===== config.mk =====
export PLATFORM = sky130hd
export DESIGN_NAME = bwrm_divider
export DESIGN_NICKNAME = d
export VERILOG_FILES = /design/src/hdl/bwrm_pkg.sv /design/src/hdl/bwrm_divider.sv
export SDC_FILE = /design/constraint.sdc
export NUM_CORES = 1
export LEC_CHECK = 0
export BUFFER_PORTS_ARGS = -buffer_cell sky130_fd_sc_hd__buf_4
export CORE_MARGIN = 4
export CORE_UTILIZATION = 35
export CTS_CLUSTER_SIZE = 10
export DETAILED_ROUTE_END_ITERATION = 12
export HOLD_SLACK_MARGIN = 0.06
export PLACE_DENSITY_LB_ADDON = 0.3
export SYNTH_ARGS = -nofsm -noshare
export SYNTH_HDL_FRONTEND = slang
export SYNTH_SLANG_ARGS = --single-unit

===== constraint.sdc =====
create_clock -name clk -period 3.4 [get_ports clk]
set_input_delay 0.34 -clock clk [delete_from_list [all_inputs] [get_ports clk]]
set_output_delay 0.34 -clock clk [all_outputs]
set_load 0.01 [all_outputs]

===== src/hdl/bwrm_pkg.sv =====
// ----------------------------------------------------------------------------
// bwrm_pkg
// Shared types and constants of the binned window event rate meter.
// ----------------------------------------------------------------------------
package bwrm_pkg;

  // Ring geometry and field widths.
  localparam int MAX_BINS   = 1024;
  localparam int BIN_IDX_W  = $clog2(MAX_BINS);
  localparam int FILL_W     = $clog2(MAX_BINS + 1);
  localparam int BIN_CNT_W  = 16;
  localparam int AGE_W      = 16;
  localparam int MS_W       = 16;
  localparam int SUM_W      = 27;
  localparam int WIN_W      = 26;
  localparam int RATE_W     = 45;
  localparam int SCALE_W    = 18;
  localparam int CFG_IDX_W  = 2;
  localparam int CFG_DATA_W = 16;

  // Counts per ms to counts per second, with eight fraction bits.
  localparam logic [SCALE_W-1:0] RATE_SCALE = 18'd256000;

  // Serial divider: one quotient bit per step.
  localparam int DIV_STEPS = RATE_W;
  localparam int DIV_CNT_W = $clog2(DIV_STEPS + 1);

  // Register reset values.
  localparam logic [FILL_W-1:0] BINS_IN_USE_RST = 11'd60;
  localparam logic [MS_W-1:0]   BIN_LENGTH_RST  = 16'd1000;
  localparam logic [MS_W-1:0]   EVENT_DEAD_RST  = 16'd30;
  localparam logic [MS_W-1:0]   SAMPLE_DEAD_RST = 16'd10;

  typedef enum logic [1:0] {
    CMD_TICK      = 2'd0,
    CMD_AND_EVENT = 2'd1,
    CMD_XOR_EVENT = 2'd2,
    CMD_QUERY     = 2'd3
  } cmd_t;

  typedef enum logic [CFG_IDX_W-1:0] {
    CFG_BINS_IN_USE = 2'd0,
    CFG_BIN_LENGTH  = 2'd1,
    CFG_EVENT_DEAD  = 2'd2,
    CFG_SAMPLE_DEAD = 2'd3
  } cfg_idx_t;

  // Rate selection codes of a query.
  localparam logic [1:0] SEL_XOR  = 2'd0;
  localparam logic [1:0] SEL_AND  = 2'd1;
  localparam logic [1:0] SEL_BOTH = 2'd2;

  typedef enum logic [2:0] {
    ST_IDLE,
    ST_ROLL,
    ST_START,
    ST_DIV,
    ST_DONE
  } state_t;

  typedef struct packed {
    logic start;
  } div_ctrl_t;

  typedef struct packed {
    logic busy;
    logic done;
  } div_stat_t;

endpackage


===== src/hdl/bwrm_divider.sv =====
// ----------------------------------------------------------------------------
// bwrm_divider
// Restoring radix-2 divider, one quotient bit per cycle.
// ----------------------------------------------------------------------------
module bwrm_divider (
  input  logic                           clk,
  input  logic                           rst_n,
  input  bwrm_pkg::div_ctrl_t            ctrl,
  input  logic [bwrm_pkg::RATE_W-1:0]    dividend,
  input  logic [bwrm_pkg::WIN_W-1:0]     divisor,
  output bwrm_pkg::div_stat_t            stat,
  output logic [bwrm_pkg::RATE_W-1:0]    quotient
);

  localparam logic [bwrm_pkg::DIV_CNT_W-1:0] LAST_STEP =
    bwrm_pkg::DIV_CNT_W'(bwrm_pkg::DIV_STEPS - 1);

  logic                           busy_r;
  logic                           done_r;
  logic [bwrm_pkg::DIV_CNT_W-1:0] cnt_r;
  logic [bwrm_pkg::WIN_W-1:0]     div_r;
  logic [bwrm_pkg::WIN_W-1:0]     rem_r;
  logic [bwrm_pkg::RATE_W-1:0]    quo_r;

  logic [bwrm_pkg::WIN_W:0]       shifted;
  logic [bwrm_pkg::WIN_W:0]       diff;
  logic                           ge;
  logic [bwrm_pkg::WIN_W-1:0]     rem_nxt;

  // The quotient register also holds the dividend bits not yet shifted in.
  assign shifted = {rem_r, quo_r[bwrm_pkg::RATE_W-1]};
  assign diff    = shifted - {1'b0, div_r};
  assign ge      = (shifted >= {1'b0, div_r});
  assign rem_nxt = ge ? diff[bwrm_pkg::WIN_W-1:0] : shifted[bwrm_pkg::WIN_W-1:0];

  always_ff @(posedge clk) begin
    if (!rst_n) begin
      busy_r <= 1'b0;
      done_r <= 1'b0;
      cnt_r  <= '0;
    end else begin
      done_r <= 1'b0;
      if (ctrl.start) begin
        busy_r <= 1'b1;
        cnt_r  <= '0;
      end else if (busy_r) begin
        cnt_r <= cnt_r + 1'b1;
        if (cnt_r == LAST_STEP) begin
          busy_r <= 1'b0;
          done_r <= 1'b1;
        end
      end
    end
  end

  always_ff @(posedge clk) begin
    if (ctrl.start) begin
      div_r <= divisor;
      rem_r <= '0;
      quo_r <= dividend;
    end else if (busy_r) begin
      rem_r <= rem_nxt;
      quo_r <= {quo_r[bwrm_pkg::RATE_W-2:0], ge};
    end
  end

  assign stat.busy = busy_r;
  assign stat.done = done_r;
  assign quotient  = quo_r;

endmodule

==> results of run 1 <==
[area by class of cell]
| class | count | area, um^2 | share of cell area [%] |
|---|---|---|---|
| Clock buffer | 9 | 225 | 3.15 |
| Clock inverter | 7 | 103 | 1.44 |
| Inverter | 39 | 146 | 2.05 |
| Multi-Input combinational cell | 354 | 2630 | 36.7 |
| Sequential cell | 105 | 2810 | 39.4 |
| Tap cell | 216 | 270 | 3.78 |
| Timing Repair Buffer | 127 | 966 | 13.5 |
[Yosys cell counts, types with 4 or more instances]
| library cell | instances | area (um^2) |
|---|---|---|
| a211o_1 | 4 | 35.0 |
| a21o_1 | 12 | 90.1 |
| a21oi_1 | 26 | 130 |
| a2bb2oi_1 | 4 | 35.0 |
| a311oi_1 | 9 | 78.8 |
| a311oi_2 | 9 | 135 |
| and3_1 | 5 | 31.3 |
| clkbuf_1 | 11 | 41.3 |
| dfxtp_1 | 34 | 681 |
| edfxtp_1 | 71 | 2130 |
| ha_1 | 28 | 350 |
| inv_1 | 39 | 146 |
| mux2_2 | 45 | 507 |
| nand2_1 | 54 | 203 |
| nand3_1 | 11 | 55.1 |
| nand4_1 | 8 | 50.1 |
| nor2_1 | 39 | 146 |
| nor2b_1 | 5 | 31.3 |
| nor3_1 | 4 | 20.0 |
| o21ai_0 | 11 | 55.1 |
| or3_1 | 5 | 31.3 |
| xnor2_1 | 18 | 158 |
| xor2_1 | 6 | 52.6 |
[layer usage]
metal / wire (um) / GRT usage [%] / up-vias
li1: - / - / 2131
met1: 6020 / 19.2 / 2052
met2: 6080 / 22.6 / 116
met3: 902 / 5.94 / 6
met4: 49 / 2.58 / 0
met5: 0 / 0 / -
[power groups by stage]
| stage | clock network, uW | registers [uW] | logic [uW] |
|---|---|---|---|
| 6_report | 1140 | 1560 | 762 |
| 3_3_place_gp | 0 | 1580 | 754 |
| 5_1_grt | 1250 | 1570 | 844 |
| 4_1_cts | 1190 | 1560 | 767 |
| 3_5_place_dp | 0 | 1580 | 764 |
| 2_1_floorplan | 0 | 1590 | 488 |
[logic make-up (layout without fill, tap and decap cells)]
logic type	count (synthesis)	count (layout)
AO/OA/AOI/OAI	111	111
AND/OR/NAND/NOR	143	143
XOR/XNOR	24	24
multiplexers	47	47
flip-flops	105	105
buffers and inverters	62	182
adder cells (fa/ha/maj)	29	29
[worst max path at each step]
stage                            to          from  slack (ns)
final                     rem_r[22]  quotient[44]        0.37
after global routing      rem_r[22]  quotient[44]        0.06
after CTS                 rem_r[22]  quotient[44]        0.36
after detailed placement  rem_r[22]  quotient[44]        0.40
after global placement    rem_r[22]  quotient[44]        0.46
after floorplan           rem_r[22]  quotient[44]        0.64
[registers in the layout (all words and copies together) (netlist names)]
| register | cells |
|---|---|
| busy_r | 1 |
| cnt_r | 6 |
| div_r | 26 |
| done_r | 1 |
| quotient | 45 |
| rem_r | 26 |
[through the flow]
stage               util, %  area, um^2  worst slack (ns)  cells  hold WS [ns]
floorplan                 -        5720             0.642    521         0.439
global placement       42.8        6820             0.455    841         0.467
detailed placement     42.8        6820             0.398    841         0.473
CTS                    44.8        7150             0.357    857         0.136
global route           44.8        7150            0.0583    857         0.124
finish                 44.8        7150             0.366    857         0.155
==> impl_metrics.py, run 1 <==
metrics = {
    "detailed_routing": {
        "drt-wirelength-per-cell_um": 15.2,
        "drt_iter0_markers": 214,
        "drt_first_pass_iters": 4,
        "vias_per_std_cell": 5.02,
        "total_via_count_in_the_routed_design": 4305,
        "ant_nets": 0,
        "drcViolationCount": 0,
        "wl_mm": 13.0,
    },
    "floorplan": {
        "floorplan.initialDensity_pct": 35.9,
        "ioPinCount": 121,
        "design.die.area_um2": 18400,
        "count_of_standard_cell_rows": 46,
        "die_x_um": 136,
        "die_h_um": 136,
        "core_area_um2": 15900,
    },
    "sta": {
        "fmax_mhz": 330,
        "grt_setup_unrepaired": "false",
        "final_max_slew_viol_count": 0,
        "totalNegativeSetupSlack_ns": 0,
        "max_slew_margin_pct": 63.9,
        "setup_viol": 0,
        "max_slew.worst_pin.slew_ns": 0.541,
        "finalHoldViolations": 0,
        "final_min_period_over_clock_period_pct": 89.2,
        "clock_period_minus_worst_slack_ns": 3.03,
        "timing.clock.skew_ns": 0.0111,
    },
    "synth": {
        "synth-simple-area-share_pct": 11.4,
        "avgSynthCellArea_um2": 11.0,
        "synth_cell_types": 60,
        "combinational_family_with_the_most_area_after_synthesis": "compound AO/OA/AOI/OAI gates",
        "synth_async_sr_flop_share_pct": 0,
        "post_synth_instance_area_um2": 5720,
        "synth_ff_type": "edfxtp_1",
        "yosys.area_share.xor_xnor_pct": 3.68,
        "synthMuxAreaShare_pct": 9.21,
        "synthesis.yosys.warnings": 0,
        "synth-compound-area-share_pct": 15.2,
        "netlist_instances": 521,
        "synth_seq_cells": 105,
        "yosys.area_share.adder_pct": 6.48,
        "yosysSeqAreaShare_pct": 49.2,
        "synth_enable_flop_cells": 71,
        "postSynthNetCount": 624,
    },
    "clocking": {
        "ctsHoldBuffers": 0,
        "tritoncts_sink_count": 105,
        "cts-htree-levels": 3,
        "post_cts_resize_count": 0,
        "cts-root-to-sink-buffers": 2,
        "clock-root-buffer": "clkbuf_16",
        "cts_post_setup_buffers_inserted": 0,
        "clock_latency_ns": 0.35,
        "num_cts_buffers": 9,
        "worst_setup_hold_path_clk_slew_ns": 0.08,
        "cts_tree": "built",
    },
    "critical_path": {
        "worstSetupStartpointType": "flip-flop",
        "timing.setup.critical_path_class": "flip-flop to flip-flop",
        "critPathBufInv": 2,
        "critical-path-top-delay-family": "compound AO/OA/AOI/OAI gates",
        "rr_startpoint": "quotient[44]",
        "path_depth": 12,
        "slowest_stage": "edfxtp_1",
        "critPathMaxFanout": 4,
        "critPathRequiredTime_ns": 3.69,
        "r2r_setup_slack_ns": 0.37,
        "crit-reg2reg-capture": "rem_r[22]",
        "worstPathArrival_ns": 3.32,
        "r2r.worst_path.cells": 12,
        "cpPeakStageDelay_ns": 0.44,
        "crit_top_cell": "inv_1",
        "list_of_cells_traversed_by_the_critical_path": "inv_1 > ha_1 > inv_1 > fa_1 > a21o_1 > a221oi_2 > a2111oi_0 > a211o_1 > o41ai_1 > xnor2_1 > nand3_1 > a21oi_1",
        "critical_path.endpoint_type": "flip-flop",
    },
    "power": {
        "cellPowerDensity_nw_per_um2": 484,
        "switching_share_pct": 28.7,
        "p_leak_uw": 0.00297,
        "seq_power_share_pct": 45.0,
        "p_switching_uw": 995,
        "part_of_the_power_in_combinational_logic_pct": 22.0,
        "pwr-share-clk_pct": 33.0,
        "internal-power_uw": 2470,
        "power.ir.vdd_worst_v": 0.000314,
        "post-layout-total-power_uw": 3460,
    },
    "global_route": {
        "number_of_global_route_vias_before_repair": 4403,
        "grtUsageTotal_pct": 14.5,
        "grt_max_degree": 100,
        "antenna_violations_before_repair": 0,
        "gr-total-overflow": 0,
        "grt_pass1_wl_mm": 21.6,
    },
    "layout": {
        "design.final.nets": 739,
        "n_antenna_cell": 0,
        "layout_commonest_cell": "buf_4",
        "syn2layout_area_growth_pct": 25.1,
        "n_fill_cell": 1543,
        "drive_above_1_share_pct": 32.8,
        "layout_common_cells": "buf_4 (126), edfxtp_1 (71), nand2_1 (54), mux2_2 (45)",
    },
    "placed_design": {
        "buffer_ports.inserted": 120,
        "finalWeightedCongestion": 0.830,
        "dpl.hpwl_mm": 9.35,
    },
    "worst_hold_path": {
        "number_of_cells_on_the_worst_hold_path": 1,
        "worstHoldPathType": "input port to flip-flop",
        "hold_sp": "divisor[17]",
        "holdPathEnd": "div_r[17]",
    },
    "job": {
        "cap_viol_max_count": 0,
    },
    "status": {
        "status": "completed",
    },
}
(Power assumes the default switching activity.)
==> inputs of run 2 (changes only) <==
Settings changed: RECOVER_POWER set to 25.
==> run 2 against run 1 <==
Effect of this change: total power barely moved; sequential share of layout area barely moved; global-route usage did not move; count of clock-buffer cells in the layout did not move; combinational power barely moved; via count rose by 0.16%; core utilization barely moved; sequential power barely moved; clock skew fell by 0.0012 ns; worst setup slack barely moved; die area did not move; cell area fell by 0.11%.
==> impl_metrics.py, run 2 (same netlist as run 1, synthesis figures left out) <==
metrics = {
    "status": {
        "status": "completed",
    },
    "detailed_routing": {
        "drt-wirelength-per-cell_um": 15.3,
        "drt_first_pass_iters": 4,
        "ant_nets": 0,
        "drt_iter0_markers": 227,
        "wl_mm": 13.1,
        "total_via_count_in_the_routed_design": 4312,
        "vias_per_std_cell": 5.03,
        "drcViolationCount": 0,
    },
    "clocking": {
        "cts-htree-levels": 3,
        "cts_tree": "built",
        "worst_setup_hold_path_clk_slew_ns": 0.08,
        "post_cts_resize_count": 0,
        "ctsHoldBuffers": 0,
        "tritoncts_sink_count": 105,
        "clock-root-buffer": "clkbuf_16",
        "num_cts_buffers": 9,
        "cts-root-to-sink-buffers": 2,
        "clock_latency_ns": 0.36,
        "cts_post_setup_buffers_inserted": 0,
    },
    "layout": {
        "non_filler_instance_count_after_layout": 857,
        "flip_flop_count_of_the_largest_register_after_layout": 45,
        "design.final.nets": 739,
        "layout_common_cells": "buf_4 (98), edfxtp_1 (71), nand2_1 (54), mux2_2 (45)",
        "syn2layout_area_growth_pct": 24.9,
        "drive_above_1_share_pct": 32.4,
        "layout_commonest_cell": "buf_4",
        "n_fill_cell": 1547,
        "n_antenna_cell": 0,
    },
    "worst_hold_path": {
        "worstHoldPathType": "input port to flip-flop",
        "hold_sp": "divisor[2]",
        "number_of_cells_on_the_worst_hold_path": 1,
        "holdPathEnd": "div_r[2]",
    },
    "sta": {
        "totalNegativeSetupSlack_ns": 0,
        "finalHoldViolations": 0,
        "clock_period_minus_worst_slack_ns": 3.03,
        "fmax_mhz": 330,
        "final_max_slew_viol_count": 0,
        "setup_viol": 0,
        "max_slew_margin_pct": 63.8,
        "max_slew.worst_pin.slew_ns": 0.544,
        "grt_setup_unrepaired": "false",
        "timing.clock.skew_ns": 0.00991,
        "final_min_period_over_clock_period_pct": 89.2,
    },
    "critical_path": {
        "startpoint": "quotient[44]",
        "crit-reg2reg-capture": "rem_r[22]",
        "r2r_setup_slack_ns": 0.37,
        "rr_startpoint": "quotient[44]",
        "r2r.worst_path.cells": 12,
        "worstSetupStartpointType": "flip-flop",
        "worstPathArrival_ns": 3.32,
        "critPathRequiredTime_ns": 3.69,
        "critPathMaxFanout": 4,
        "critical_path.endpoint_type": "flip-flop",
        "timing.setup.critical_path_class": "flip-flop to flip-flop",
    },
    "power": {
        "p_leak_uw": 0.00295,
        "cellPowerDensity_nw_per_um2": 485,
        "power.ir.vdd_worst_v": 0.000316,
    },
    "floorplan": {
        "die_h_um": 136,
        "die_x_um": 136,
        "floorplan.initialDensity_pct": 35.9,
        "ioPinCount": 121,
        "core_area_um2": 15900,
        "design.die.area_um2": 18400,
        "count_of_standard_cell_rows": 46,
    },
    "placed_design": {
        "buffer_ports.inserted": 120,
        "dpl.hpwl_mm": 9.35,
        "finalWeightedCongestion": 0.830,
        "post-place-cells": 841,
    },
    "global_route": {
        "antenna_violations_before_repair": 0,
        "grt_max_degree": 100,
        "grtUsageTotal_pct": 14.5,
        "grt_pass1_wl_mm": 21.6,
        "number_of_global_route_vias_before_repair": 4403,
        "gr-total-overflow": 0,
    },
    "job": {
        "cap_viol_max_count": 0,
    },
}
==> run 2: changes by cell type in the layout (fill, tap and decap cells not counted), sizes merged <==
| cell | before | now |
|---|---|---|
| buf | 127 | 99 |
| clkbuf | 9 | 37 |
==> run 2: through the flow <==
step | hold slack, ns | area (um^2) | power, uW | setup slack, ns | util (%)
2_1_floorplan | 0.439 | 5720 | 2080 | 0.642 | -
3_3_place_gp | 0.467 | 6820 | 2340 | 0.455 | 42.8
3_5_place_dp | 0.473 | 6820 | 2350 | 0.398 | 42.8
4_1_cts | 0.136 | 7150 | 3510 | 0.357 | 44.8
5_1_grt | 0.146 | 7140 | 3660 | 0.0583 | 44.8
6_report | 0.175 | 7140 | 3460 | 0.367 | 44.8
==> run 2: per-layer routing <==
layer | vias to the layer above | GRT usage, % | routed length (um)
met5 | - | 0 | 0
met4 | 0 | 2.58 | 70
met3 | 9 | 5.94 | 967
met2 | 112 | 22.6 | 6000
met1 | 2061 | 19.2 | 6040
li1 | 2130 | - | -
==> run 2: worst max path at each step <==
stage	end	depth (start not counted)
finish	rem_r[22]	12
floorplan	rem_r[22]	12
CTS	rem_r[22]	12
global placement	rem_r[22]	12
detailed placement	rem_r[22]	12
global route	rem_r[22]	12
==> run 2: where the power goes <==
| group | switching, uW | internal (uW) |
|---|---|---|
| logic | 390 | 371 |
| registers | 66.7 | 1490 |
| clock network | 542 | 604 |
==> run 2: worst max-delay path: stages (launching register included) <==
cell       delay (ns)
edfxtp_1         0.44
inv_1            0.08
ha_1             0.16
inv_1            0.06
fa_1             0.40
a21o_1           0.22
a221oi_2         0.39
a2111oi_0        0.17
a211o_1          0.31
o41ai_1          0.33
xnor2_1          0.17
nand3_1          0.09
a21oi_1          0.15
==> run 2: area by class of cell <==
cell class	instances	area [um^2]	share of cell area [%]
Inverter	39	146	2.05
Tap cell	216	270	3.78
Sequential cell	105	2810	39.4
Clock buffer	9	225	3.15
Clock inverter	7	103	1.44
Timing Repair Buffer	127	958	13.4
Multi-Input combinational cell	354	2630	36.8
==> inputs of run 3 (changes only) <==
Settings changed: BUFFER_PORTS_ARGS -buffer_cell sky130_fd_sc_hd__buf_4 to unset, CORE_MARGIN 4 to 2, DONT_BUFFER_PORTS set to 1.
==> run 3 against run 2 <==
Effect of this change: worst setup slack improved by 0.0039 ns; fmax increased by 0.13%; largest cell class unchanged; critical path type unchanged; largest power group unchanged; via count decreased by 8.8%.
==> impl_metrics.py, run 3 (same netlist as run 1, synthesis figures left out) <==
metrics = {
    "power": {
        "power.ir.vdd_worst_v": 0.000277,
        "internal-power_uw": 2300,
        "pwr-share-clk_pct": 33.4,
        "p_leak_uw": 0.00248,
        "post-layout-total-power_uw": 3280,
        "switching_share_pct": 29.8,
        "seq_power_share_pct": 48.6,
        "p_switching_uw": 976,
        "cellPowerDensity_nw_per_um2": 506,
        "part_of_the_power_in_combinational_logic_pct": 18.0,
    },
    "clocking": {
        "worst_setup_hold_path_clk_slew_ns": 0.08,
        "clock_latency_ns": 0.36,
        "num_cts_buffers": 9,
        "cts-root-to-sink-buffers": 2,
        "cts_tree": "built",
        "clock-root-buffer": "clkbuf_16",
        "cts_post_setup_buffers_inserted": 0,
        "cts-htree-levels": 3,
        "tritoncts_sink_count": 105,
    },
    "layout": {
        "syn2layout_area_growth_pct": 13.5,
        "non_filler_instance_count_after_layout": 763,
        "layout_commonest_cell": "edfxtp_1",
        "layout_common_cells": "edfxtp_1 (71), nand2_1 (54), mux2_2 (45), inv_1 (39), nor2_1 (39)",
        "design.final.nets": 645,
        "drive_above_1_share_pct": 16.3,
        "n_antenna_cell": 0,
        "flip_flop_count_of_the_largest_register_after_layout": 45,
    },
    "global_route": {
        "grtUsageTotal_pct": 14.2,
        "grt-busiest-layer": "met2",
        "number_of_global_route_vias_before_repair": 4087,
        "grt_max_degree": 82,
        "grt_pass1_wl_mm": 20.3,
        "met3_usage_pct": 5.38,
        "gr-total-overflow": 0,
        "met2_usage_pct": 22.7,
        "antenna_violations_before_repair": 0,
        "globalRouteMet1Util_pct": 18.6,
    },
    "sta": {
        "fmax_mhz": 330,
        "worst_hold_slack_ns": 0.0931,
        "final_max_slew_viol_count": 0,
        "max_slew_margin_pct": 29.2,
        "totalNegativeSetupSlack_ns": 0,
        "clock_period_minus_worst_slack_ns": 3.03,
        "setup_viol": 0,
        "finalHoldViolations": 0,
        "grt_setup_unrepaired": "false",
        "max_slew.worst_pin.slew_ns": 1.06,
        "final_min_period_over_clock_period_pct": 89.1,
        "timing.clock.skew_ns": 0.00865,
    },
    "detailed_routing": {
        "drcViolationCount": 0,
        "wl_mm": 12.1,
        "drt-wirelength-per-cell_um": 15.9,
        "ant_nets": 0,
        "vias_per_std_cell": 5.15,
        "total_via_count_in_the_routed_design": 3932,
        "drt_iter0_markers": 225,
        "drt_first_pass_iters": 4,
    },
    "placed_design": {
        "dpl.hpwl_mm": 8.34,
        "post-place-cells": 720,
        "buffer_ports.inserted": 0,
        "finalWeightedCongestion": 0.796,
    },
    "floorplan": {
        "die_x_um": 132,
        "ioPinCount": 121,
        "core_area_um2": 15900,
        "design.die.area_um2": 17400,
        "floorplan.initialDensity_pct": 35.9,
        "count_of_standard_cell_rows": 46,
        "die_h_um": 132,
    },
    "critical_path": {
        "critical_path.endpoint_type": "flip-flop",
        "critPathMaxFanout": 4,
        "timing.setup.critical_path_class": "flip-flop to flip-flop",
        "worstPathArrival_ns": 3.31,
        "list_of_cells_traversed_by_the_critical_path": "inv_1 > ha_1 > inv_1 > fa_1 > a21o_1 > a221oi_2 > a2111oi_0 > a211o_1 > o41ai_1 > xnor2_1 > nand3_1 > a21oi_1",
        "cpPeakStageDelay_ns": 0.50,
        "crit_top_cell": "inv_1",
        "critical-path-top-delay-family": "compound AO/OA/AOI/OAI gates",
        "critPathRequiredTime_ns": 3.68,
        "slowest_stage": "edfxtp_1",
        "critPathBufInv": 2,
        "worstSetupStartpointType": "flip-flop",
    },
    "worst_hold_path": {
        "worstHoldPathType": "input port to flip-flop",
    },
    "status": {
        "status": "completed",
    },
    "job": {
        "cap_viol_max_count": 0,
    },
}
-- run 3: changes by cell type in the layout (fill, tap and decap cells not counted), moves of 2 or more --
cell / before / now
dlygate4sd3_1: 0 / 27
clkinv_8: 1 / 3
clkbuf_4: 26 / 0
clkbuf_1: 2 / 0
buf_4: 98 / 6
-- run 3: final cells by class --
cell class	instances	area [um^2]
Timing Repair Buffer	33	315
Tap cell	216	270
Clock inverter	7	93.8
Inverter	39	146
Clock buffer	9	225
Fill cell	1563	9450
Sequential cell	105	2810
Multi-Input combinational cell	354	2630
-- run 3: what timing repair did --
action | 4_1_cts | 5_1_grt
endpoints found under the hold margin | 38 | 8
hold buffers | 19 | 8
gates resized for setup | 0 | 0
-- run 3: power by group through the flow --
stage               combinational (uW)  sequential, uW  clock, uW
floorplan                          488            1590          0
global route                       668            1610       1180
detailed placement                 563            1620          0
finish                             592            1590       1090
global placement                   558            1620          0
CTS                                588            1600       1130
-- run 3: worst reg2reg max path: cells and delay by family (launching register included) --
| family | cells | cell delay [ns] |
|---|---|---|
| AOI/OAI and AO/OA | 6 | 1.45 |
| adders and majority gates | 2 | 0.58 |
| DFF | 1 | 0.50 |
| xor gates and xnor gates | 1 | 0.17 |
| buffers and inverters | 2 | 0.16 |
| and+or+nand+nor | 1 | 0.09 |
-- run 3: worst paths after layout --
path	to	start	slack (ns)	cells after the start
setup reg to reg	rem_r[22]	quotient[44]	0.37	12
hold reg to reg	rem_r[2]	rem_r[2]	0.50	2
hold / removal	div_r[20]	ctrl	0.09	0
setup / recovery	rem_r[22]	quotient[44]	0.37	12
-- run 3: metal layers --
layer  part of all wire [%]  wire length [um]
met5                      0                 0
met3                    6.3               761
met4                   0.77                93
met1                     47              5710
met2                     46              5560
-- run 3: metrics by stage --
step / utilization [%] / instance area [um^2] / worst slack, ns
detailed placement: 37.0 / 5900 / 0.418
global placement: 37.0 / 5900 / 0.464
global route: 40.7 / 6490 / 0.103
floorplan: - / 5720 / 0.642
finish: 40.7 / 6490 / 0.371
CTS: 40.2 / 6410 / 0.364
